$ cat src/design/sodc_pkg.sv
`timescale 1ns / 1ps
// ----------------------------------------------------------------------------
// Drive controller package
// Shared types, codes and constant speed commands for the drive controller.
// ----------------------------------------------------------------------------
package sodc_pkg;

    localparam int unsigned SENSOR_W = 12;
    localparam int unsigned SPEED_W  = 11;
    localparam int unsigned CFG_W    = 16;
    localparam int unsigned CFG_IDX_W = 3;
    localparam int unsigned RANGE_N  = 5;

    typedef enum logic [1:0] {
        FUNC_TICK  = 2'd0,
        FUNC_ARM   = 2'd1,
        FUNC_STOP  = 2'd2,
        FUNC_OTHER = 2'd3
    } func_t;

    typedef enum logic [1:0] {
        MODE_STATIC  = 2'd0,
        MODE_CHARGER = 2'd1,
        MODE_SPINNER = 2'd2,
        MODE_SPARE   = 2'd3
    } mode_t;

    typedef enum logic [CFG_IDX_W-1:0] {
        REG_MODE        = 3'd0,
        REG_TICK_MS     = 3'd1,
        REG_EDGE_THR    = 3'd2,
        REG_RANGE_LIMIT = 3'd3,
        REG_AUTO_ARM    = 3'd4,
        REG_REVERSE     = 3'd5,
        REG_ESCAPE_END  = 3'd6
    } cfg_index_t;

    typedef struct packed {
        logic [1:0]          mode;
        logic [7:0]          tick_ms;
        logic [SENSOR_W-1:0] edge_threshold;
        logic [SENSOR_W-1:0] range_limit;
        logic [15:0]         self_arm_ms;
        logic [11:0]         reverse_phase_ms;
        logic [11:0]         escape_end_ms;
    } cfg_t;

    typedef struct packed {
        logic [1:0]          func;
        logic [SENSOR_W-1:0] edge_front_left;
        logic [SENSOR_W-1:0] edge_front_right;
        logic [SENSOR_W-1:0] edge_rear_left;
        logic [SENSOR_W-1:0] edge_rear_right;
        logic [SENSOR_W-1:0] range_left_wide;
        logic [SENSOR_W-1:0] range_left_near;
        logic [SENSOR_W-1:0] range_center;
        logic [SENSOR_W-1:0] range_right_near;
        logic [SENSOR_W-1:0] range_right_wide;
    } item_t;

    typedef struct packed {
        logic signed [SPEED_W-1:0] left;
        logic signed [SPEED_W-1:0] right;
    } drive_t;

    localparam logic signed [SPEED_W-1:0] SPD_MAX       = 11'sd1000;
    localparam logic signed [SPEED_W-1:0] SPD_CRUISE    = 11'sd950;
    localparam logic signed [SPEED_W-1:0] SPD_ESC_BACK  = -11'sd850;
    localparam logic signed [SPEED_W-1:0] SPD_SPIN_FAST = 11'sd600;
    localparam logic signed [SPEED_W-1:0] SPD_PUSH      = 11'sd900;
    localparam logic signed [SPEED_W-1:0] SPD_SEARCH    = 11'sd450;
    localparam logic signed [SPEED_W-1:0] SPD_SPIN      = 11'sd500;

    // Turn offset per range sensor, left wide through right wide.
    localparam logic signed [SPEED_W-1:0] TURN_TAB [RANGE_N] =
        '{11'sd550, 11'sd275, 11'sd0, -11'sd275, -11'sd550};

    function automatic logic signed [SPEED_W-1:0] clamp_speed(
        input logic signed [SPEED_W:0] v
    );
        logic signed [SPEED_W:0] lim;
        lim = {SPD_MAX[SPEED_W-1], SPD_MAX};
        if (v > lim)
            return SPD_MAX;
        else if (v < -lim)
            return -SPD_MAX;
        else
            return v[SPEED_W-1:0];
    endfunction

endpackage

$ cat src/design/sodc_in_if.sv
`timescale 1ns / 1ps
// ----------------------------------------------------------------------------
// Input channel
// Valid/ready channel that carries one sensor or referee word.
// ----------------------------------------------------------------------------
interface sodc_in_if;
    logic        valid;
    logic        ready;
    logic [1:0]  func;
    logic [11:0] edge_front_left;
    logic [11:0] edge_front_right;
    logic [11:0] edge_rear_left;
    logic [11:0] edge_rear_right;
    logic [11:0] range_left_wide;
    logic [11:0] range_left_near;
    logic [11:0] range_center;
    logic [11:0] range_right_near;
    logic [11:0] range_right_wide;

    modport source (
        output valid, func, edge_front_left, edge_front_right, edge_rear_left,
               edge_rear_right, range_left_wide, range_left_near, range_center,
               range_right_near, range_right_wide,
        input  ready
    );

    modport sink (
        input  valid, func, edge_front_left, edge_front_right, edge_rear_left,
               edge_rear_right, range_left_wide, range_left_near, range_center,
               range_right_near, range_right_wide,
        output ready
    );
endinterface

$ cat src/design/sodc_out_if.sv
`timescale 1ns / 1ps
// ----------------------------------------------------------------------------
// Output channel
// Valid/ready channel that carries one wheel command word.
// ----------------------------------------------------------------------------
interface sodc_out_if;
    logic               valid;
    logic               ready;
    logic signed [10:0] left_speed;
    logic signed [10:0] right_speed;
    logic               is_armed;

    modport source (
        output valid, left_speed, right_speed, is_armed,
        input  ready
    );

    modport sink (
        input  valid, left_speed, right_speed, is_armed,
        output ready
    );
endinterface

$ cat src/design/sumo_opponent_drive_controller_core.sv
`timescale 1ns / 1ps
// ----------------------------------------------------------------------------
// Opponent drive controller core
// Reactive wheel-speed controller: referee words arm or stop it, and each
// tick word with edge and range readings yields one wheel command word.
// ----------------------------------------------------------------------------
// A tick word is held in the input register, evaluated there, and then
// offered on the output from the result register.
// Throughput: one word per cycle while no untaken result blocks a tick;
// the arming, escape timer and elapsed-time state is read and rewritten
// in the single evaluation stage as each word retires.
// A tick waits in the input register only while an untaken result is held.
// Referee words update the state and produce no output word.
// Reset (rst_n low, asynchronous) disarms the controller, clears both timers
// and the escape flag, empties the pipeline and loads the default settings.
// ----------------------------------------------------------------------------
module sumo_opponent_drive_controller_core
    import sodc_pkg::*;
(
    input  logic                 clk,
    input  logic                 rst_n,
    input  logic                 cfg_we,
    input  logic [CFG_IDX_W-1:0] cfg_index,
    input  logic [CFG_W-1:0]     cfg_data,
    sodc_in_if.sink              item,
    sodc_out_if.source           result
);

    // Settings and their register file.
    cfg_t cfg;

    sodc_cfg u_cfg (
        .clk       (clk),
        .rst_n     (rst_n),
        .cfg_we    (cfg_we),
        .cfg_index (cfg_index),
        .cfg_data  (cfg_data),
        .cfg       (cfg)
    );

    // Input register. A word waits here until the evaluation stage can
    // retire it: referee words always retire, ticks need a free result slot.
    logic  s1_valid_reg;
    item_t s1_item_reg;
    logic  s1_is_tick;
    logic  out_free;
    logic  s1_move;

    // Controller state.
    logic        armed_reg, armed_next;
    logic        referee_seen_reg, referee_seen_next;
    logic [15:0] elapsed_reg, elapsed_next;
    logic        escape_active_reg, escape_active_next;
    logic [12:0] escape_ms_reg, escape_ms_next;

    // Result register.
    logic                      out_valid_reg;
    logic signed [SPEED_W-1:0] left_reg, left_next;
    logic signed [SPEED_W-1:0] right_reg, right_next;
    logic                      out_armed_reg;

    assign s1_is_tick = (s1_item_reg.func == FUNC_TICK);
    assign out_free   = !out_valid_reg || result.ready;
    assign s1_move    = s1_valid_reg && (!s1_is_tick || out_free);
    assign item.ready = !s1_valid_reg || s1_move;

    always_ff @(posedge clk or negedge rst_n)
    begin
        if (!rst_n)
            s1_valid_reg <= 1'b0;
        else if (item.ready)
            s1_valid_reg <= item.valid;
    end

    always_ff @(posedge clk)
    begin
        if (item.ready && item.valid)
        begin
            s1_item_reg.func             <= item.func;
            s1_item_reg.edge_front_left  <= item.edge_front_left;
            s1_item_reg.edge_front_right <= item.edge_front_right;
            s1_item_reg.edge_rear_left   <= item.edge_rear_left;
            s1_item_reg.edge_rear_right  <= item.edge_rear_right;
            s1_item_reg.range_left_wide  <= item.range_left_wide;
            s1_item_reg.range_left_near  <= item.range_left_near;
            s1_item_reg.range_center     <= item.range_center;
            s1_item_reg.range_right_near <= item.range_right_near;
            s1_item_reg.range_right_wide <= item.range_right_wide;
        end
    end

    // Seek command from the five range readings, used in the charger and spare
    // modes with no edge in sight.
    logic [SENSOR_W-1:0] ranges [RANGE_N];
    drive_t              seek_drive;

    assign ranges[0] = s1_item_reg.range_left_wide;
    assign ranges[1] = s1_item_reg.range_left_near;
    assign ranges[2] = s1_item_reg.range_center;
    assign ranges[3] = s1_item_reg.range_right_near;
    assign ranges[4] = s1_item_reg.range_right_wide;

    sodc_seek u_seek (
        .range_limit (cfg.range_limit),
        .ranges      (ranges),
        .drive       (seek_drive)
    );

    // Evaluation stage: the next state and the wheel command of the word
    // in the input register.
    logic [16:0] elapsed_sum;
    logic [13:0] escape_sum;
    logic [12:0] escape_base;
    logic        armed_tick;
    logic        edge_front;
    logic        edge_rear;
    logic        escape_start;
    logic        escape_on;

    assign edge_front = (s1_item_reg.edge_front_left > cfg.edge_threshold)
                     || (s1_item_reg.edge_front_right > cfg.edge_threshold);
    assign edge_rear  = (s1_item_reg.edge_rear_left > cfg.edge_threshold)
                     || (s1_item_reg.edge_rear_right > cfg.edge_threshold);

    always_comb
    begin
        armed_next         = armed_reg;
        referee_seen_next  = referee_seen_reg;
        elapsed_next       = elapsed_reg;
        escape_active_next = escape_active_reg;
        escape_ms_next     = escape_ms_reg;
        left_next          = '0;
        right_next         = '0;

        // Elapsed time saturates at its full scale.
        elapsed_sum = {1'b0, elapsed_reg} + 17'(cfg.tick_ms);
        armed_tick  = armed_reg
                   || (!referee_seen_reg && (elapsed_next >= cfg.self_arm_ms));

        escape_start = edge_front && !escape_active_reg;
        escape_on    = escape_active_reg || escape_start;
        escape_base  = escape_start ? 13'd0 : escape_ms_reg;
        escape_sum   = {1'b0, escape_base} + 14'(cfg.tick_ms);

        if (!s1_is_tick)
        begin
            referee_seen_next = 1'b1;
            if (s1_item_reg.func == FUNC_ARM)
            begin
                armed_next         = 1'b1;
                escape_active_next = 1'b0;
            end
            else if (s1_item_reg.func == FUNC_STOP)
            begin
                armed_next = 1'b0;
            end
        end
        else
        begin
            elapsed_next = elapsed_sum[16] ? 16'hFFFF : elapsed_sum[15:0];
            armed_tick   = armed_reg
                        || (!referee_seen_reg && (elapsed_next >= cfg.self_arm_ms));
            armed_next   = armed_tick;

            if (armed_tick && (cfg.mode != MODE_STATIC))
            begin
                if (cfg.mode == MODE_SPINNER)
                begin
                    if (edge_front || edge_rear)
                    begin
                        left_next  = -SPD_SPIN_FAST;
                        right_next = -SPD_SPIN_FAST;
                    end
                    else
                    begin
                        left_next  = -SPD_SPIN;
                        right_next = SPD_SPIN;
                    end
                end
                else if (escape_on)
                begin
                    // Escape: straight reverse, then turn, ending once the
                    // timer passes the end mark.
                    escape_ms_next = escape_sum[13] ? 13'h1FFF : escape_sum[12:0];
                    if (escape_ms_next < {1'b0, cfg.reverse_phase_ms})
                    begin
                        left_next  = SPD_ESC_BACK;
                        right_next = SPD_ESC_BACK;
                    end
                    else
                    begin
                        left_next  = -SPD_SPIN_FAST;
                        right_next = SPD_SPIN_FAST;
                    end
                    escape_active_next =
                        !(escape_ms_next > {1'b0, cfg.escape_end_ms});
                end
                else if (edge_rear)
                begin
                    left_next  = SPD_PUSH;
                    right_next = SPD_PUSH;
                end
                else
                begin
                    left_next  = seek_drive.left;
                    right_next = seek_drive.right;
                end
            end
        end
    end

    always_ff @(posedge clk or negedge rst_n)
    begin
        if (!rst_n)
        begin
            armed_reg         <= 1'b0;
            referee_seen_reg  <= 1'b0;
            elapsed_reg       <= '0;
            escape_active_reg <= 1'b0;
            escape_ms_reg     <= '0;
        end
        else if (s1_move)
        begin
            armed_reg         <= armed_next;
            referee_seen_reg  <= referee_seen_next;
            elapsed_reg       <= elapsed_next;
            escape_active_reg <= escape_active_next;
            escape_ms_reg     <= escape_ms_next;
        end
    end

    // Result register: loaded by a retiring tick, emptied when taken.
    always_ff @(posedge clk or negedge rst_n)
    begin
        if (!rst_n)
            out_valid_reg <= 1'b0;
        else if (s1_move && s1_is_tick)
            out_valid_reg <= 1'b1;
        else if (result.ready)
            out_valid_reg <= 1'b0;
    end

    always_ff @(posedge clk)
    begin
        if (s1_move && s1_is_tick)
        begin
            left_reg      <= left_next;
            right_reg     <= right_next;
            out_armed_reg <= armed_next;
        end
    end

    assign result.valid       = out_valid_reg;
    assign result.left_speed  = left_reg;
    assign result.right_speed = right_reg;
    assign result.is_armed    = out_armed_reg;

    // Commands stay within full speed in both directions.
    assert property (@(posedge clk) disable iff (!rst_n)
        out_valid_reg |-> (left_reg <= SPD_MAX) && (left_reg >= -SPD_MAX)
                       && (right_reg <= SPD_MAX) && (right_reg >= -SPD_MAX))
        else $error("wheel command out of range");

    // A disarmed controller commands standstill.
    assert property (@(posedge clk) disable iff (!rst_n)
        (out_valid_reg && !out_armed_reg) |-> (left_reg == '0) && (right_reg == '0))
        else $error("disarmed controller commands motion");

    // Elapsed time never runs backwards.
    assert property (@(posedge clk) disable iff (!rst_n)
        elapsed_reg >= $past(elapsed_reg))
        else $error("elapsed time decreased");

    // A referee word never loads the result register.
    assert property (@(posedge clk) disable iff (!rst_n)
        (s1_move && !s1_is_tick && !out_valid_reg) |=> !out_valid_reg)
        else $error("referee word produced a result");

endmodule

$ cat src/design/sodc_cfg.sv
`timescale 1ns / 1ps
// ----------------------------------------------------------------------------
// Configuration registers
// Write-only register file holding mode, timing and threshold settings.
// ----------------------------------------------------------------------------
module sodc_cfg
    import sodc_pkg::*;
(
    input  logic                 clk,
    input  logic                 rst_n,
    input  logic                 cfg_we,
    input  logic [CFG_IDX_W-1:0] cfg_index,
    input  logic [CFG_W-1:0]     cfg_data,
    output cfg_t                 cfg
);

    cfg_t cfg_reg;

    always_ff @(posedge clk or negedge rst_n)
    begin
        if (!rst_n)
        begin
            cfg_reg.mode             <= MODE_CHARGER;
            cfg_reg.tick_ms          <= 8'd32;
            cfg_reg.edge_threshold   <= 12'd400;
            cfg_reg.range_limit      <= 12'd1190;
            cfg_reg.self_arm_ms      <= 16'd5000;
            cfg_reg.reverse_phase_ms <= 12'd300;
            cfg_reg.escape_end_ms    <= 12'd700;
        end
        else if (cfg_we)
        begin
            unique case (cfg_index)
                REG_MODE:        cfg_reg.mode             <= cfg_data[1:0];
                REG_TICK_MS:     cfg_reg.tick_ms          <= cfg_data[7:0];
                REG_EDGE_THR:    cfg_reg.edge_threshold   <= cfg_data[11:0];
                REG_RANGE_LIMIT: cfg_reg.range_limit      <= cfg_data[11:0];
                REG_AUTO_ARM:    cfg_reg.self_arm_ms      <= cfg_data[15:0];
                REG_REVERSE:     cfg_reg.reverse_phase_ms <= cfg_data[11:0];
                REG_ESCAPE_END:  cfg_reg.escape_end_ms    <= cfg_data[11:0];
                default:         ;
            endcase
        end
    end

    assign cfg = cfg_reg;

endmodule

$ cat src/design/sodc_seek.sv
`timescale 1ns / 1ps
// ----------------------------------------------------------------------------
// Target seek
// Picks the nearest valid range sensor and turns it into a steering command.
// ----------------------------------------------------------------------------
module sodc_seek
    import sodc_pkg::*;
(
    input  logic [SENSOR_W-1:0] range_limit,
    input  logic [SENSOR_W-1:0] ranges [RANGE_N],
    output drive_t              drive
);

    always_comb
    begin
        logic [SENSOR_W-1:0]       best;
        logic                      hit;
        logic [2:0]                idx;
        logic signed [SPEED_W-1:0] turn;

        best = range_limit;
        hit  = 1'b0;
        idx  = '0;
        // Strict compare keeps the first sensor on a tie.
        for (int i = 0; i < RANGE_N; i++)
        begin
            if (ranges[i] < best)
            begin
                best = ranges[i];
                hit  = 1'b1;
                idx  = 3'(i);
            end
        end

        turn = TURN_TAB[idx];
        if (hit)
        begin
            drive.left  = clamp_speed({SPD_CRUISE[SPEED_W-1], SPD_CRUISE}
                                      - {turn[SPEED_W-1], turn});
            drive.right = clamp_speed({SPD_CRUISE[SPEED_W-1], SPD_CRUISE}
                                      + {turn[SPEED_W-1], turn});
        end
        else
        begin
            drive.left  = -SPD_SEARCH;
            drive.right = SPD_SEARCH;
        end
    end

endmodule
$ cat src/flat_wrapper.sv
// flat-port wrapper written by rule: the top's interface ports become plain ports
module sumo_opponent_drive_controller_core_flat import sodc_pkg::*;
  (clk, rst_n, cfg_we, cfg_index, cfg_data, item_valid, item_func, item_edge_front_left, item_edge_front_right, item_edge_rear_left, item_edge_rear_right, item_range_left_wide, item_range_left_near, item_range_center, item_range_right_near, item_range_right_wide, item_ready, result_valid, result_left_speed, result_right_speed, result_is_armed, result_ready);
  sodc_in_if item_i ();
  sodc_out_if result_i ();
  input  logic clk;
  input  logic rst_n;
  input  logic cfg_we;
  input  logic [CFG_IDX_W-1:0] cfg_index;
  input  logic [CFG_W-1:0] cfg_data;
  input wire logic [$bits(item_i.valid)-1:0] item_valid;
  input wire logic [$bits(item_i.func)-1:0] item_func;
  input wire logic [$bits(item_i.edge_front_left)-1:0] item_edge_front_left;
  input wire logic [$bits(item_i.edge_front_right)-1:0] item_edge_front_right;
  input wire logic [$bits(item_i.edge_rear_left)-1:0] item_edge_rear_left;
  input wire logic [$bits(item_i.edge_rear_right)-1:0] item_edge_rear_right;
  input wire logic [$bits(item_i.range_left_wide)-1:0] item_range_left_wide;
  input wire logic [$bits(item_i.range_left_near)-1:0] item_range_left_near;
  input wire logic [$bits(item_i.range_center)-1:0] item_range_center;
  input wire logic [$bits(item_i.range_right_near)-1:0] item_range_right_near;
  input wire logic [$bits(item_i.range_right_wide)-1:0] item_range_right_wide;
  output wire logic [$bits(item_i.ready)-1:0] item_ready;
  output wire logic [$bits(result_i.valid)-1:0] result_valid;
  output wire logic [$bits(result_i.left_speed)-1:0] result_left_speed;
  output wire logic [$bits(result_i.right_speed)-1:0] result_right_speed;
  output wire logic [$bits(result_i.is_armed)-1:0] result_is_armed;
  input wire logic [$bits(result_i.ready)-1:0] result_ready;
  assign item_i.valid = item_valid;
  assign item_i.func = item_func;
  assign item_i.edge_front_left = item_edge_front_left;
  assign item_i.edge_front_right = item_edge_front_right;
  assign item_i.edge_rear_left = item_edge_rear_left;
  assign item_i.edge_rear_right = item_edge_rear_right;
  assign item_i.range_left_wide = item_range_left_wide;
  assign item_i.range_left_near = item_range_left_near;
  assign item_i.range_center = item_range_center;
  assign item_i.range_right_near = item_range_right_near;
  assign item_i.range_right_wide = item_range_right_wide;
  assign item_ready = item_i.ready;
  assign result_valid = result_i.valid;
  assign result_left_speed = result_i.left_speed;
  assign result_right_speed = result_i.right_speed;
  assign result_is_armed = result_i.is_armed;
  assign result_i.ready = result_ready;
  sumo_opponent_drive_controller_core u_core (.clk(clk), .rst_n(rst_n), .cfg_we(cfg_we), .cfg_index(cfg_index), .cfg_data(cfg_data), .item(item_i), .result(result_i));
endmodule
$ cat config.mk
export PLATFORM = sky130hd
export DESIGN_NAME = sumo_opponent_drive_controller_core_flat
export DESIGN_NICKNAME = d
export VERILOG_FILES = /design/src/design/sodc_pkg.sv /design/src/design/sodc_in_if.sv /design/src/design/sodc_out_if.sv /design/src/design/sumo_opponent_drive_controller_core.sv /design/src/design/sodc_cfg.sv /design/src/design/sodc_seek.sv /design/src/flat_wrapper.sv
export SDC_FILE = /design/constraint.sdc
export NUM_CORES = 1
export LEC_CHECK = 0
export BUFFER_PORTS_ARGS = -buffer_cell sky130_fd_sc_hd__buf_2
export CORE_MARGIN = 8
export CORE_UTILIZATION = 47
export CTS_BUF_LIST = sky130_fd_sc_hd__clkbuf_16
export DETAILED_ROUTE_END_ITERATION = 16
export PLACE_DENSITY = 0.66
export SYNTH_ARGS = -nofsm -noshare
export SYNTH_HDL_FRONTEND = slang
export SYNTH_SLANG_ARGS = --single-unit
$ cat constraint.sdc
create_clock -name clk -period 20.9 [get_ports clk]
set_clock_uncertainty 0.15 [all_clocks]
set_input_delay 2.09 -clock clk [delete_from_list [all_inputs] [get_ports clk]]
set_output_delay 2.09 -clock clk [all_outputs]
set_load 0.02 [all_outputs]
# == Word level (Yosys, flattened, before mapping) ==
# Memories as Yosys holds them, arrays and structs flattened.
# Cells that the tools add are included.
# word_totals
elab_cells,144
mem_bits_rw,0
n_memories,1
romBits,88
out_inout_bits,25
ff_bits,241
latchBits,0
inputBits,134
# memory_table
memory,depth,width,read_ports,rd_ports_with_merged_regs,wr,line,source
(name not given),8,11,1,0,0,sodc_seek.sv:35,turn = TURN_TAB[idx];
# op_classes
order_cmp,17
multipliers,0
div,0
muxes,43
shift,0
eq_ne,12
addsub,4
bitwise_logic,3
n_reduce_logical,37
# op_table
cell,n
$mux 11,14
$lt 12x12->1,5
$gt 12x12->1,4
$mux 12,4
$mux 13,2
$gt 12x11->1 const B,2
$lt 12x11->1 const B,2
$mux 22,1
$reduce_and 2->1,10
$add 16x8->17,1
$ge 16x16->1,1
$mux 1,16
$mux 16,1
$add 13x8->14,1
$gt 13x12->1,1
$lt 13x12->1,1
$add 11x11->12 const A,1
$sub 11x11->12 const A,1
$mux 10,1
$reduce_and 5->1,2
$eq 3x3->1 const B,3
$mux 3,3
$mux 9,1
$logic_or 1x1->1,8
13 further kinds,30

# == Depth between registers and ports, before layout ==
# Gate-level depths: netlist of run 1.
# depth
ltp_word,22
mapped_depth,60

# == Hierarchy ==
# A second synthesis of run 1 with hierarchy kept.
# hier_totals
hier_cells,1251
hier_area_um2,14227.4
# by_module_without_submodules
module,area_each_um2,seq_area_each_um2,cells_per_inst,instances
sumo_opponent_drive_controller_core,8939.8,4844.6,757,1
sodc_cfg,2889.0,1883.1,162,1
sodc_seek,2398.6,0.0,332,1

# == Worst setup path before layout of run 1 ==
# Ideal clock, no wire load.
# synth_timing
path_kind,reg-to-reg
start,register u_core.u_cfg.cfg[50] (netlist name)
end,"register u_core.right_reg[3], in the netlist u_core.result.right_speed[3], data pin"
setup_ns,0.260
period_less_slack_ns,11.573
n_path_buf,6
t_required_ns,20.490
path_stages_with_launch,58
setup_slack_ns,9.327
arrival_time_ns,11.162
path_cell_list,dfstp_2 -> inv_1 -> ha_1 -> and4_1 -> o2111ai_1 -> o31a_2 -> nand2_1 -> buf_1 -> mux2i_1 -> ha_1 -> and2_1 -> and2_1 -> nand4_1 -> a211o_1 -> a22oi_1 -> or2_1 -> clkbuf_1 -> buf_2 -> [22 not listed] -> ha_1 -> a21oi_1 -> nor2b_1 -> o21ai_0 -> a211o_1 -> o21ai_0 -> or4_1 -> a41oi_1 -> a21o_1 -> o21a_2 -> inv_1 -> ha_1 -> clkbuf_1 -> inv_1 -> nand3_1 -> or3b_2 -> nand4_1 -> o21ai_0
# synth_via
elab_chain_len,22
# synth_rtl
element,line,source
$lt 12x12->1,sodc_seek.sv:27,if (ranges[i] < best)
$mux 12,sodc_seek.sv:27,
$lt 12x12->1,sodc_seek.sv:27,
$mux 12,sodc_seek.sv:27,
$lt 12x12->1,sodc_seek.sv:27,
$mux 12,sodc_seek.sv:27,
$lt 12x12->1,sodc_seek.sv:27,
$mux 12,sodc_seek.sv:27,
[6 not listed],--,
$add 11x11->12,sodc_seek.sv:41,"+ {turn[SPEED_W-1], turn});"
$lt 12x11->1,sodc_pkg.sv:85,else if (v < -lim)
$mux 11,sodc_pkg.sv:85,
$mux 11,sodc_pkg.sv:83,if (v > lim)
$mux 22 *,sodc_seek.sv:36,if (hit)
$mux 11 *,sumo_opponent_drive_controller_core.sv:198,else if (edge_rear)
$mux 11 *,sumo_opponent_drive_controller_core.sv:180,else if (escape_on)
$mux 11 *,sumo_opponent_drive_controller_core.sv:167,if (cfg.mode == MODE_SPINNER)
to (signal assigned),sumo_opponent_drive_controller_core.sv:248,right_reg <= right_next;
to (decl),sumo_opponent_drive_controller_core.sv:59,"logic signed [SPEED_W-1:0] right_reg, right_next;"
# Mark *: on every way between the ends. The rest lies on a longest branch, timed or not. The select of a mux whose other input is x is not followed.
# A chain may end at the register's enable or synchronous reset.

# == Worst setup path in the final report of run 1 ==
# layout_timing
start,register u_core.u_cfg.cfg[50] (netlist name)
end,"register u_core.right_reg[3], in the netlist u_core.result.right_speed[3], data pin"
# layout_via
elab_chain_len,22
# layout_rtl
element,line
$lt 12x12->1,sodc_seek.sv:27
$mux 12,sodc_seek.sv:27
$lt 12x12->1,sodc_seek.sv:27
$mux 12,sodc_seek.sv:27
$lt 12x12->1,sodc_seek.sv:27
$mux 12,sodc_seek.sv:27
$lt 12x12->1,sodc_seek.sv:27
$mux 12,sodc_seek.sv:27
[6 not listed],--
$add 11x11->12,sodc_seek.sv:41
$lt 12x11->1,sodc_pkg.sv:85
$mux 11,sodc_pkg.sv:85
$mux 11,sodc_pkg.sv:83
$mux 22 *,sodc_seek.sv:36
$mux 11 *,sumo_opponent_drive_controller_core.sv:198
$mux 11 *,sumo_opponent_drive_controller_core.sv:180
$mux 11 *,sumo_opponent_drive_controller_core.sv:167
# Marked as above.

==> impl_results.md, run 1 <==
* Layout area overhead at 16.5%
* Post-DR vias/cell at 5.50
* Worst path required time at 21.02 ns
* Post-layout min period at 13.35 ns
* Hold EP: u_core.escape_ms_reg[4]
* CTS tree: built
* Synth unique cells at 78
* DIE AREA at 35,400 µm²
* # nets final at 1,709
* CTS root buf: clkbuf_16
* RSZ-0062 raised after global routing: false
* Endpoints failing hold at 0
* Vias in the first global route at 10,237
* Post-synthesis mux area share at 0.0716
* Ys flop type: edfxtp_1
* GRT Util Overall at 0.184
* Antenna violations before repair at 0
* Post-CTS Setup Bufs at 0
* CTS Buf Count at 28
* Largest net degree at the start of global routing at 82
* Hold_buf cts at 0
* Synth Cell Area at 13,900 µm²
* Final wirelength at 33.1 mm
* Peak supply drop at 0.0000702 V
* Hold Path Depth at 1
* Mean Syn Cell Area at 11.2 µm²
* ANT nets after route at 0
* # Max-Cap Violations at 0
* Max Slew Vio Count at 0
* Max reg flops at 74
* CP top delay family: compound AO/OA/AOI/OAI gates
* Hpwl dp at 25.5 mm
* Largest family of logic cells by synthesized area: adder cells
* Die width at 188 µm
* Syn Inst Count at 1,245
* # IOs at 159
* Post-synthesis adder-cell area fraction at 0.147
* Most common cell after layout, fill and taps aside: ha_1
* Post-route DRC at 0
* Later-pin clock latency in the skew report at 0.54 ns
* First-pass GRT wire length at 53.6 mm
* Number of diodes at 0
* Worst setup EP type: register
* # fillers at 2,516
* Commonest non-fill, non-tap cells in the layout: ha_1 (160), buf_2 (157), edfxtp_1 (133), inv_1 (106), nand2_1 (98)
* Clock Sinks at 241
* Setup CP Type: reg2reg
* Pwr/cell area at 121 nW/µm²
* Worst Max-Slew Pin Slew at 1.07 ns
* Worst reg2reg path endpoint: u_core.result.right_speed[3]
* RR Startpoint: u_core.u_cfg.cfg[50]
* Post-CTS sizing at 0
* Synth async-reset ratio at 0.448
* Max FO, Critical Path at 24
* Reg-to-reg slack, setup at 7.55 ns
* Placer Congestion at 0.874
* DIE HEIGHT at 188 µm
* Worst path most repeated cell: ha_1
* Post-Synth Simple-Gate Area at 0.108
* Crit path DAT at 13.46 ns
* GR Overflow Total at 0
* R2R depth at 51
* Drt first pass iters at 6
* Worst hold slack at 0.349 ns
* Post-synth EDFFs at 133
* Core ar. at 29,400 µm²
* Final Setup Violations at 0
* Register area share after synthesis at 0.483
* H-tree depth at 1
* Avg WL per Cell at 18.1 µm
* CTS Buffer Depth at 3
* Final period utilization at 0.639
* Crit path max-delay cell type: or2_1
* Via count at 10,029
* Input/output buffers at 158
* Clk slew on worst S/H paths at 0.06 ns
* Flops & latches, synth at 241
* Critical Path Start Type: register
* Initial Util at 0.474
* Peak per-stage delay on the critical path at 0.63 ns
* Status: finished, final reports clean
* Pleak at 7.27 nW
* Setup TNS at 0 ns
* Xor and xnor area share after synthesis at 0.0101
* Site Rows at 63
* Worst path bufs/invs at 4
* FMAX at 0.0749 GHz
* Worst hold path class: reg2reg
* Worst Min Path Start: u_core.escape_ms_reg[4]
* Fraction of layout cells with a size suffix above 1 at 0.236
* Max_slew headroom at 0.267
* Synth Area in Compound Gates at 0.145
* Syn. warnings at 0
* DR iter-0 viols at 797
-- metal layers --
layer / wire [µm] / track usage / vias to the layer above
met5: 0 / 0 / -
met4: 607 / 0.0403 / 0
met3: 1960 / 0.0334 / 46
met2: 14800 / 0.293 / 287
met1: 15700 / 0.259 / 4759
li1: - / - / 4937
-- where the power goes --
group / internal, W / leakage, nW / switching, W / total [W]
Combinational: 0.000329 / 4.18 / 0.000458 / 0.000787
Sequential: 0.000579 / 2.57 / 0.0000418 / 0.000621
Clock: 0.000350 / 0.516 / 0.000197 / 0.000548
-- worst max-delay path by stage --
stage          cells after the start                 start                           end  slack [ns]
2_1_floorplan                     57  u_core.u_cfg.cfg[50]  u_core.result.right_speed[3]        9.33
3_3_place_gp                      51  u_core.u_cfg.cfg[50]  u_core.result.right_speed[3]        8.20
3_5_place_dp                      51  u_core.u_cfg.cfg[50]  u_core.result.right_speed[3]        7.74
5_1_grt                           51  u_core.u_cfg.cfg[50]  u_core.result.right_speed[3]        6.47
4_1_cts                           51  u_core.u_cfg.cfg[50]  u_core.result.right_speed[3]        7.67
6_report                          51  u_core.u_cfg.cfg[50]  u_core.result.right_speed[3]        7.55
-- cells by family after synthesis --
group,Yosys count
compound gates,305
xor+xnor,16
fa+ha+maj,162
buf+inv,131
flops,241
mux,91
other cells,1
simple gates,298
-- through the flow --
stage               power, W  cells  setup WS, ns  area, µm²  utilization
finish               0.00196   1825          7.55      16200        0.552
global route         0.00210   1825          6.47      16200        0.552
CTS                  0.00197   1825          7.67      16200        0.552
detailed placement   0.00141   1773          7.74      15200        0.516
floorplan            0.00121   1246          9.33      13900            -
global placement     0.00139   1773          8.20      15200        0.516
-- Yosys cell counts, drive strengths merged, types with 7 or more instances --
library cell | count | area share
nand4 | 28 | 0.013
nand3 | 15 | 0.0057
edfxtp | 133 | 0.29
nor3 | 15 | 0.0057
a21boi | 7 | 0.0038
dfrtp | 83 | 0.15
a21o | 43 | 0.024
buf | 8 | 0.0030
nor2 | 64 | 0.017
o21ai | 74 | 0.027
a31oi | 19 | 0.011
clkbuf | 21 | 0.0057
o211ai | 10 | 0.0061
nand2b | 11 | 0.0049
xnor2 | 10 | 0.0063
and2 | 7 | 0.0035
inv | 102 | 0.027
nand2 | 98 | 0.026
nor2b | 22 | 0.0099
a211o | 8 | 0.0050
ha | 160 | 0.14
dfstp | 25 | 0.047
mux2 | 69 | 0.056
a211oi | 10 | 0.0061
a21oi | 76 | 0.027
mux2i | 22 | 0.016
o21a | 18 | 0.0099
-- layout make-up --
class | instances | area (µm²) | area share
Clock buffer | 29 | 726 | 0.0447
Timing Repair Buffer | 166 | 853 | 0.0526
Clock inverter | 23 | 325 | 0.0201
Multi-Input combinational cell | 874 | 6720 | 0.414
Tap cell | 390 | 488 | 0.0301
Sequential cell | 241 | 6730 | 0.415
Inverter | 102 | 383 | 0.0236
(Power assumes the default switching activity.)
==> run 2: changes to the inputs <==
--- a/config.mk
+++ b/config.mk
@@ -5,12 +5,13 @@
 export SDC_FILE = /design/constraint.sdc
 export NUM_CORES = 1
 export LEC_CHECK = 0
+export ABC_AREA = 1
 export BUFFER_PORTS_ARGS = -buffer_cell sky130_fd_sc_hd__buf_2
 export CORE_MARGIN = 8
 export CORE_UTILIZATION = 47
 export CTS_BUF_LIST = sky130_fd_sc_hd__clkbuf_16
 export DETAILED_ROUTE_END_ITERATION = 16
-export PLACE_DENSITY = 0.66
+export PLACE_DENSITY = 0.67
 export SYNTH_ARGS = -nofsm -noshare
 export SYNTH_HDL_FRONTEND = slang
 export SYNTH_SLANG_ARGS = --single-unit
==> constraint.sdc (replaced) <==
create_clock -name clk -period 12.8 [get_ports clk]
set_clock_uncertainty 0.15 [all_clocks]
set_input_delay 1.28 -clock clk [delete_from_list [all_inputs] [get_ports clk]]
set_output_delay 1.28 -clock clk [all_outputs]
set_load 0.02 [all_outputs]
==> impl_results.md, run 2 <==
* Layout area overhead at 16.5% (about the same)
* Input/output buffers at 158 (unchanged)
* Die width at 186 µm (-1.2%)
* Commonest cells post-synth: nand2_1 (322), inv_1 (187), o21ai_0 (171)
* CTS tree: built
* Final period utilization at 0.719 (+0.0800)
* Hold Path Depth at 2 (+1)
* Via count at 10,312 (+2.8%)
* Later-pin clock latency in the skew report at 0.56 ns (+0.02 ns)
* Max FO, Critical Path at 25 (+4.2%)
* Clk slew on worst S/H paths at 0.06 ns (about the same)
* DIE HEIGHT at 186 µm (-1.2%)
* Syn Inst Count at 1,447 (+16%)
* Commonest non-fill, non-tap cells in the layout: nand2_1 (322), inv_1 (189), o21ai_0 (171), ha_1 (160), buf_2 (157)
* Status: finished, final reports clean
* Final wirelength at 31.9 mm (-3.4%)
* Yosys top cell by area: edfxtp_1
* Avg WL per Cell at 15.8 µm (-13%)
* Share of the synthesized area in the top cell type at 0.294 (+0.00759)
* Worst Max-Slew Pin Slew at 1.08 ns (+0.00527 ns)
* # Max-Cap Violations at 0 (unchanged)
* # nets final at 1,910 (+12%)
* CP top delay family: compound AO/OA/AOI/OAI gates
* Reg-to-reg slack, setup at 3.60 ns (-3.95 ns)
* Worst hold path class: reg2reg
* GRT Util Overall at 0.188 (+0.00320)
* ANT nets after route at 0 (unchanged)
* Flops & latches, synth at 241 (unchanged)
* Synth Cell Area at 13,600 µm² (-2.6%)
* # fillers at 2,545 (+1.2%)
* RSZ-0062 raised after global routing: false
* Final Setup Violations at 0 (unchanged)
* Hold EP: u_core.u_cfg.cfg[10]
* Crit path DAT at 9.33 ns (-4.13 ns)
* Worst path required time at 12.94 ns (-8.08 ns)
* Syn. warnings at 0 (unchanged)
* Post-layout util at 0.554 (+0.00210)
* Worst setup EP type: register
* Post-layout min period at 9.20 ns (-4.15 ns)
* Setup CP Type: reg2reg
* R2R depth at 44 (-14%)
* Synth async-reset ratio at 0.448 (unchanged)
* Peak per-stage delay on the critical path at 0.53 ns (-0.10 ns)
* Site Rows at 62 (-1.6%)
* Pwr/cell area at 197 nW/µm² (+63%)
* Multi-input gate area at 6010 µm² (-11%)
* Fraction of layout cells with a size suffix above 1 at 0.170 (-0.0651)
* Most common cell in the netlist: nand2_1
* Post-route DRC at 0 (unchanged)
* CTS Buffer Depth at 3 (unchanged)
* Max reg flops at 74 (unchanged)
* Peak supply drop at 0.000114 V (+62%)
* Clock Sinks at 241 (unchanged)
* Worst Min Path Start: u_core.u_cfg.cfg[10]
* Main area contributors after synthesis: edfxtp_1 (29%), dfrtp_1 (15%), ha_1 (15%)
* Worst path bufs/invs at 4 (unchanged)
* Crit path max-delay cell type: dfstp_2
* Critical Path Start Type: register
* Placer Congestion at 0.873 (about the same)
* Max Slew Vio Count at 0 (unchanged)
* H-tree depth at 1 (unchanged)
* CTS root buf: clkbuf_16
* RR Startpoint: u_core.u_cfg.cfg[47]
* Drt first pass iters at 5 (-1)
* DIE AREA at 34,600 µm² (-2.4%)
* Ys flop type: edfxtp_1
* Post-synth EDFFs at 133 (unchanged)
* Antenna violations before repair at 1 (+1)
* Hold_buf cts at 0 (unchanged)
* Initial Util at 0.475 (+0.00160)
* Vias in the first global route at 10,489 (+2.5%)
* Hpwl dp at 24.5 mm (-3.8%)
* Worst reg2reg path endpoint: u_core.result.left_speed[8]
* Setup TNS at 0 ns (unchanged)
* First-pass GRT wire length at 52.1 mm (-2.7%)
* Pleak at 7.51 nW (+3.4%)
* Register Area at 6730 µm² (unchanged)
* GR Overflow Total at 0 (unchanged)
* Post-DR vias/cell at 5.10 (-7.2%)
* Synth unique cells at 49 (-37%)
* FMAX at 0.109 GHz (+45%)
* Most common cell after layout, fill and taps aside: nand2_1
* Endpoints failing hold at 0 (unchanged)
* Mean Syn Cell Area at 9.38 µm² (-16%)
* CTS Buf Count at 29 (+3.6%)
* Post-CTS Setup Bufs at 0 (unchanged)
* Max_slew headroom at 0.280 (+0.0132)
* Register area share after synthesis at 0.496 (+0.0128)
* Post-CTS sizing at 0 (unchanged)
* Core ar. at 28,500 µm² (-2.9%)
* Largest net degree at the start of global routing at 81 (-1.2%)
* Number of diodes at 0 (unchanged)
* # IOs at 159 (unchanged)
* DR iter-0 viols at 688 (-14%)
[run 2: power breakdown]
part	leakage, nW	internal, W	switching [W]
Sequential	2.57	0.000945	0.0000607
Combinational	4.41	0.000466	0.000783
Clock	0.523	0.000538	0.000324
[run 2: worst reg2reg max path: cells and delay by family (launching register included)]
| family | cells | cell delay (ns) |
|---|---|---|
| AO/OA/AOI/OAI | 17 | 4.15 |
| adder cells (fa/ha/maj) | 6 | 1.72 |
| buffers and inverters | 4 | 0.47 |
| flip-flops | 1 | 0.53 |
| AND/OR/NAND/NOR | 17 | 1.90 |
[run 2: routing by layer]
metal | vias to the layer above | global-route usage | wire length (µm)
met5 | - | 0 | 0
met4 | 0 | 0.0467 | 690
met3 | 44 | 0.0340 | 1950
met2 | 261 | 0.314 | 14800
met1 | 4757 | 0.248 | 14500
li1 | 5250 | - | -
[run 2: cell type report]
class / instances / area share
flip-flops and latches: 241 / 0.426
multi-input cells: 986 / 0.380
repair buffers: 163 / 0.0525
clock buffers: 31 / 0.0491
inverters: 193 / 0.0466
well taps: 384 / 0.0304
clock inverters: 23 / 0.0157
[run 2: worst max path at each step]
stage,start,to,slack (ns),cells after the start
floorplan,u_core.u_cfg.cfg[50],u_core.result.right_speed[3],4.45,51
finish,u_core.u_cfg.cfg[47],u_core.result.left_speed[8],3.60,44
global route,u_core.u_cfg.cfg[50],u_core.result.right_speed[3],2.71,44
global placement,u_core.u_cfg.cfg[50],u_core.result.left_speed[8],4.09,46
detailed placement,u_core.u_cfg.cfg[47],u_core.result.left_speed[8],3.71,46
CTS,u_core.u_cfg.cfg[47],u_core.result.left_speed[8],3.66,46
[run 2: kinds of logic after synthesis]
family,synth area share
adders and majority gates,0.150
AOI/OAI and AO/OA,0.123
buffers and inverters,0.0619
xor gates and xnor gates,0.00646
DFF,0.496
and+or+nand+nor,0.162
other,0.000276
[run 2: metrics by stage]
step                power (W)  hold WS, ns  instances  area (µm²)  worst slack [ns]
detailed placement    0.00226        0.317       1967       14800              3.71
floorplan             0.00197        0.288       1448       13600              4.45
global placement      0.00221        0.306       1967       14800              4.09
CTS                   0.00314        0.334       2021       15800              3.66
finish                0.00312        0.331       2021       15800              3.60
global route          0.00338        0.348       2021       15800              2.71
==> run 3: changes to the inputs <==
==> constraint.sdc (replaced) <==
create_clock -name clk -period 8.6 [get_ports clk]
set_clock_uncertainty 0.15 [all_clocks]
set_input_delay 0.86 -clock clk [delete_from_list [all_inputs] [get_ports clk]]
set_output_delay 0.86 -clock clk [all_outputs]
set_load 0.02 [all_outputs]
==> impl_results.md, run 3 (same netlist as run 2, synthesis figures left out) <==
* Later-pin clock latency in the skew report at 0.55 ns (about the same)
* Place WS at -0.104 ns (-3.81 ns)
* Most common cell after layout, fill and taps aside: nand2_1
* FMAX at 0.123 GHz (+13%)
* Site Rows at 62 (unchanged)
* Placer Congestion at 0.855 (-2.1%)
* Clock Sinks at 241 (unchanged)
* Drt first pass iters at 7 (+2)
* CTS Buf Count at 27 (-6.9%)
* Final wirelength at 32.2 mm (+0.85%)
* Status: finished, final reports clean
* Peak per-stage delay on the critical path at 0.53 ns (about the same)
* Final period utilization at 0.948 (+0.230)
* Fraction of layout cells with a size suffix above 1 at 0.183 (+0.0123)
* Worst path required time at 8.73 ns (-4.21 ns)
* NetSw at 0.00179 W (+54%)
* GR Overflow Total at 0 (unchanged)
* DIE HEIGHT at 186 µm (unchanged)
* Post-layout min period at 8.16 ns (-1.04 ns)
* Worst path most repeated cell: nand2_1
* Final Setup Violations at 0 (unchanged)
* Worst Max-Slew Pin Slew at 1.09 ns (+0.0135 ns)
* Critical Path Start Type: register
* Pleak at 7.54 nW (+0.38%)
* Worst hold slack at 0.179 ns (-0.152 ns)
* Antenna violations before repair at 0 (-1)
* Hpwl dp at 24.1 mm (-1.8%)
* First-pass GRT wire length at 51.2 mm (-1.9%)
* Combinational share of power at 0.433 (+0.032)
* Endpoints failing hold at 0 (unchanged)
* Number of diodes at 0 (unchanged)
* Max_slew headroom at 0.271 (-0.00903)
* DIE AREA at 34,600 µm² (unchanged)
* Clock power frac at 0.244 (-0.033)
* Setup ws final at 0.444 ns (-3.16 ns)
* Via count at 10,424 (+1.1%)
* Post-route cell area at 15,900 µm² (+0.55%)
* P_int at 0.00284 W (+46%)
* Initial Util at 0.475 (unchanged)
* Layout area overhead at 17.2%
* Die width at 186 µm (unchanged)
* CTS tree: built
* Crit path max-delay cell type: dfstp_2
* Worst hold path class: in2async
* Peak supply drop at 0.000178 V (+57%)
* Avg WL per Cell at 15.9 µm (+0.35%)
* H-tree depth at 1 (unchanged)
* Vias in the first global route at 10,295 (-1.8%)
* Max Slew Vio Count at 0 (unchanged)
* CTS root buf: clkbuf_16
* Area post-placement at 14,800 µm² (about the same)
* Max reg flops at 74 (unchanged)
* # nets final at 1,922 (+0.63%)
* Clk slew on worst S/H paths at 0.06 ns (about the same)
* Post-route DRC at 0 (unchanged)
* DR iter-0 viols at 604 (-12%)
* Commonest non-fill, non-tap cells in the layout: nand2_1 (322), inv_1 (189), ha_1 (159), buf_2 (157), o21ai_0 (151)
* Pwr/cell area at 292 nW/µm² (+48%)
* Core ar. at 28,500 µm² (unchanged)
* Worst setup EP type: register
* Largest net degree at the start of global routing at 74 (-8.6%)
* # IOs at 159 (unchanged)
* GRT Util Overall at 0.184 (-0.00372)
* Max FO, Critical Path at 25 (unchanged)
* Sw frac at 0.387 (+0.0124)
* Crit path DAT at 8.28 ns (-1.05 ns)
* Post-DR vias/cell at 5.13 (+0.59%)
* Setup TNS at 0 ns (unchanged)
* ANT nets after route at 0 (unchanged)
* Setup CP Type: reg2reg
* CTS Buffer Depth at 3 (unchanged)
* # Max-Cap Violations at 0 (unchanged)
* Sequential share of power at 0.323 (about the same)
* Input/output buffers at 158 (unchanged)
* Post-layout util at 0.557 (+0.00302)
* Reg-to-reg slack, setup at 0.44 ns (-3.16 ns)
==> run 3: cell type report <==
| type | instances | area [µm²] |
|---|---|---|
| clock buffers | 27 | 676 |
| inverters | 193 | 739 |
| flip-flops and latches | 241 | 6730 |
| multi-input cells | 990 | 6170 |
| fillers | 2552 | 12700 |
| well taps | 384 | 480 |
| clock inverters | 23 | 198 |
| repair buffers | 173 | 906 |
==> run 3: critical path, delay by kind of cell (launching register included) <==
family | cells | cell delay [ns]
DFF | 1 | 0.53
buffers and inverters | 7 | 0.68
and+or+nand+nor | 23 | 2.47
AOI/OAI and AO/OA | 13 | 2.27
adders and majority gates | 6 | 1.78
==> run 3: timing repair <==
action                                  in CTS  in global routing
setup buffers                                0                  9
pin swaps                                    0                 11
hold buffers                                 0                  0
gates cloned                                 0                  4
endpoints found under the setup margin      11                 16
gates resized for setup                      1                 46
==> run 3: power groups by stage <==
stage / clock network [W] / logic, W / registers [W]
2_1_floorplan: 0 / 0.00143 / 0.00149
5_1_grt: 0.00121 / 0.00231 / 0.00151
3_3_place_gp: 0 / 0.00181 / 0.00151
3_5_place_dp: 0 / 0.00185 / 0.00152
6_report: 0.00113 / 0.00201 / 0.00150
4_1_cts: 0.00116 / 0.00187 / 0.00150
==> run 3: routing by layer <==
| layer | wire, µm | up-vias | GRT usage |
|---|---|---|---|
| li1 | - | 5282 | - |
| met1 | 15100 | 4840 | 0.250 |
| met2 | 14600 | 256 | 0.300 |
| met3 | 1730 | 46 | 0.0308 |
| met4 | 741 | 0 | 0.0508 |
| met5 | 0 | - | 0 |
==> run 3: per-stage QoR <==
| step | std cells | total power (W) |
|---|---|---|
| after floorplan | 1448 | 0.00293 |
| after global placement | 1968 | 0.00332 |
| after detailed placement | 1968 | 0.00337 |
| after CTS | 2018 | 0.00453 |
| after global routing | 2031 | 0.00503 |
| final | 2031 | 0.00463 |
==> run 3: worst paths after layout <==
path | start | end | depth (start not counted)
max | u_core.u_cfg.cfg[47] | u_core.result.right_speed[3] | 49
min in group clk | item_edge_rear_right[0] | u_core.s1_item_reg[60] | 1
min | rst_n | u_core.u_cfg.cfg[39] | 1
max in group asynchronous | rst_n | u_core.u_cfg.cfg[21] | 2
max reg2reg | u_core.u_cfg.cfg[47] | u_core.result.right_speed[3] | 49
min reg2reg | u_core.referee_seen_reg | u_core.referee_seen_reg | 1
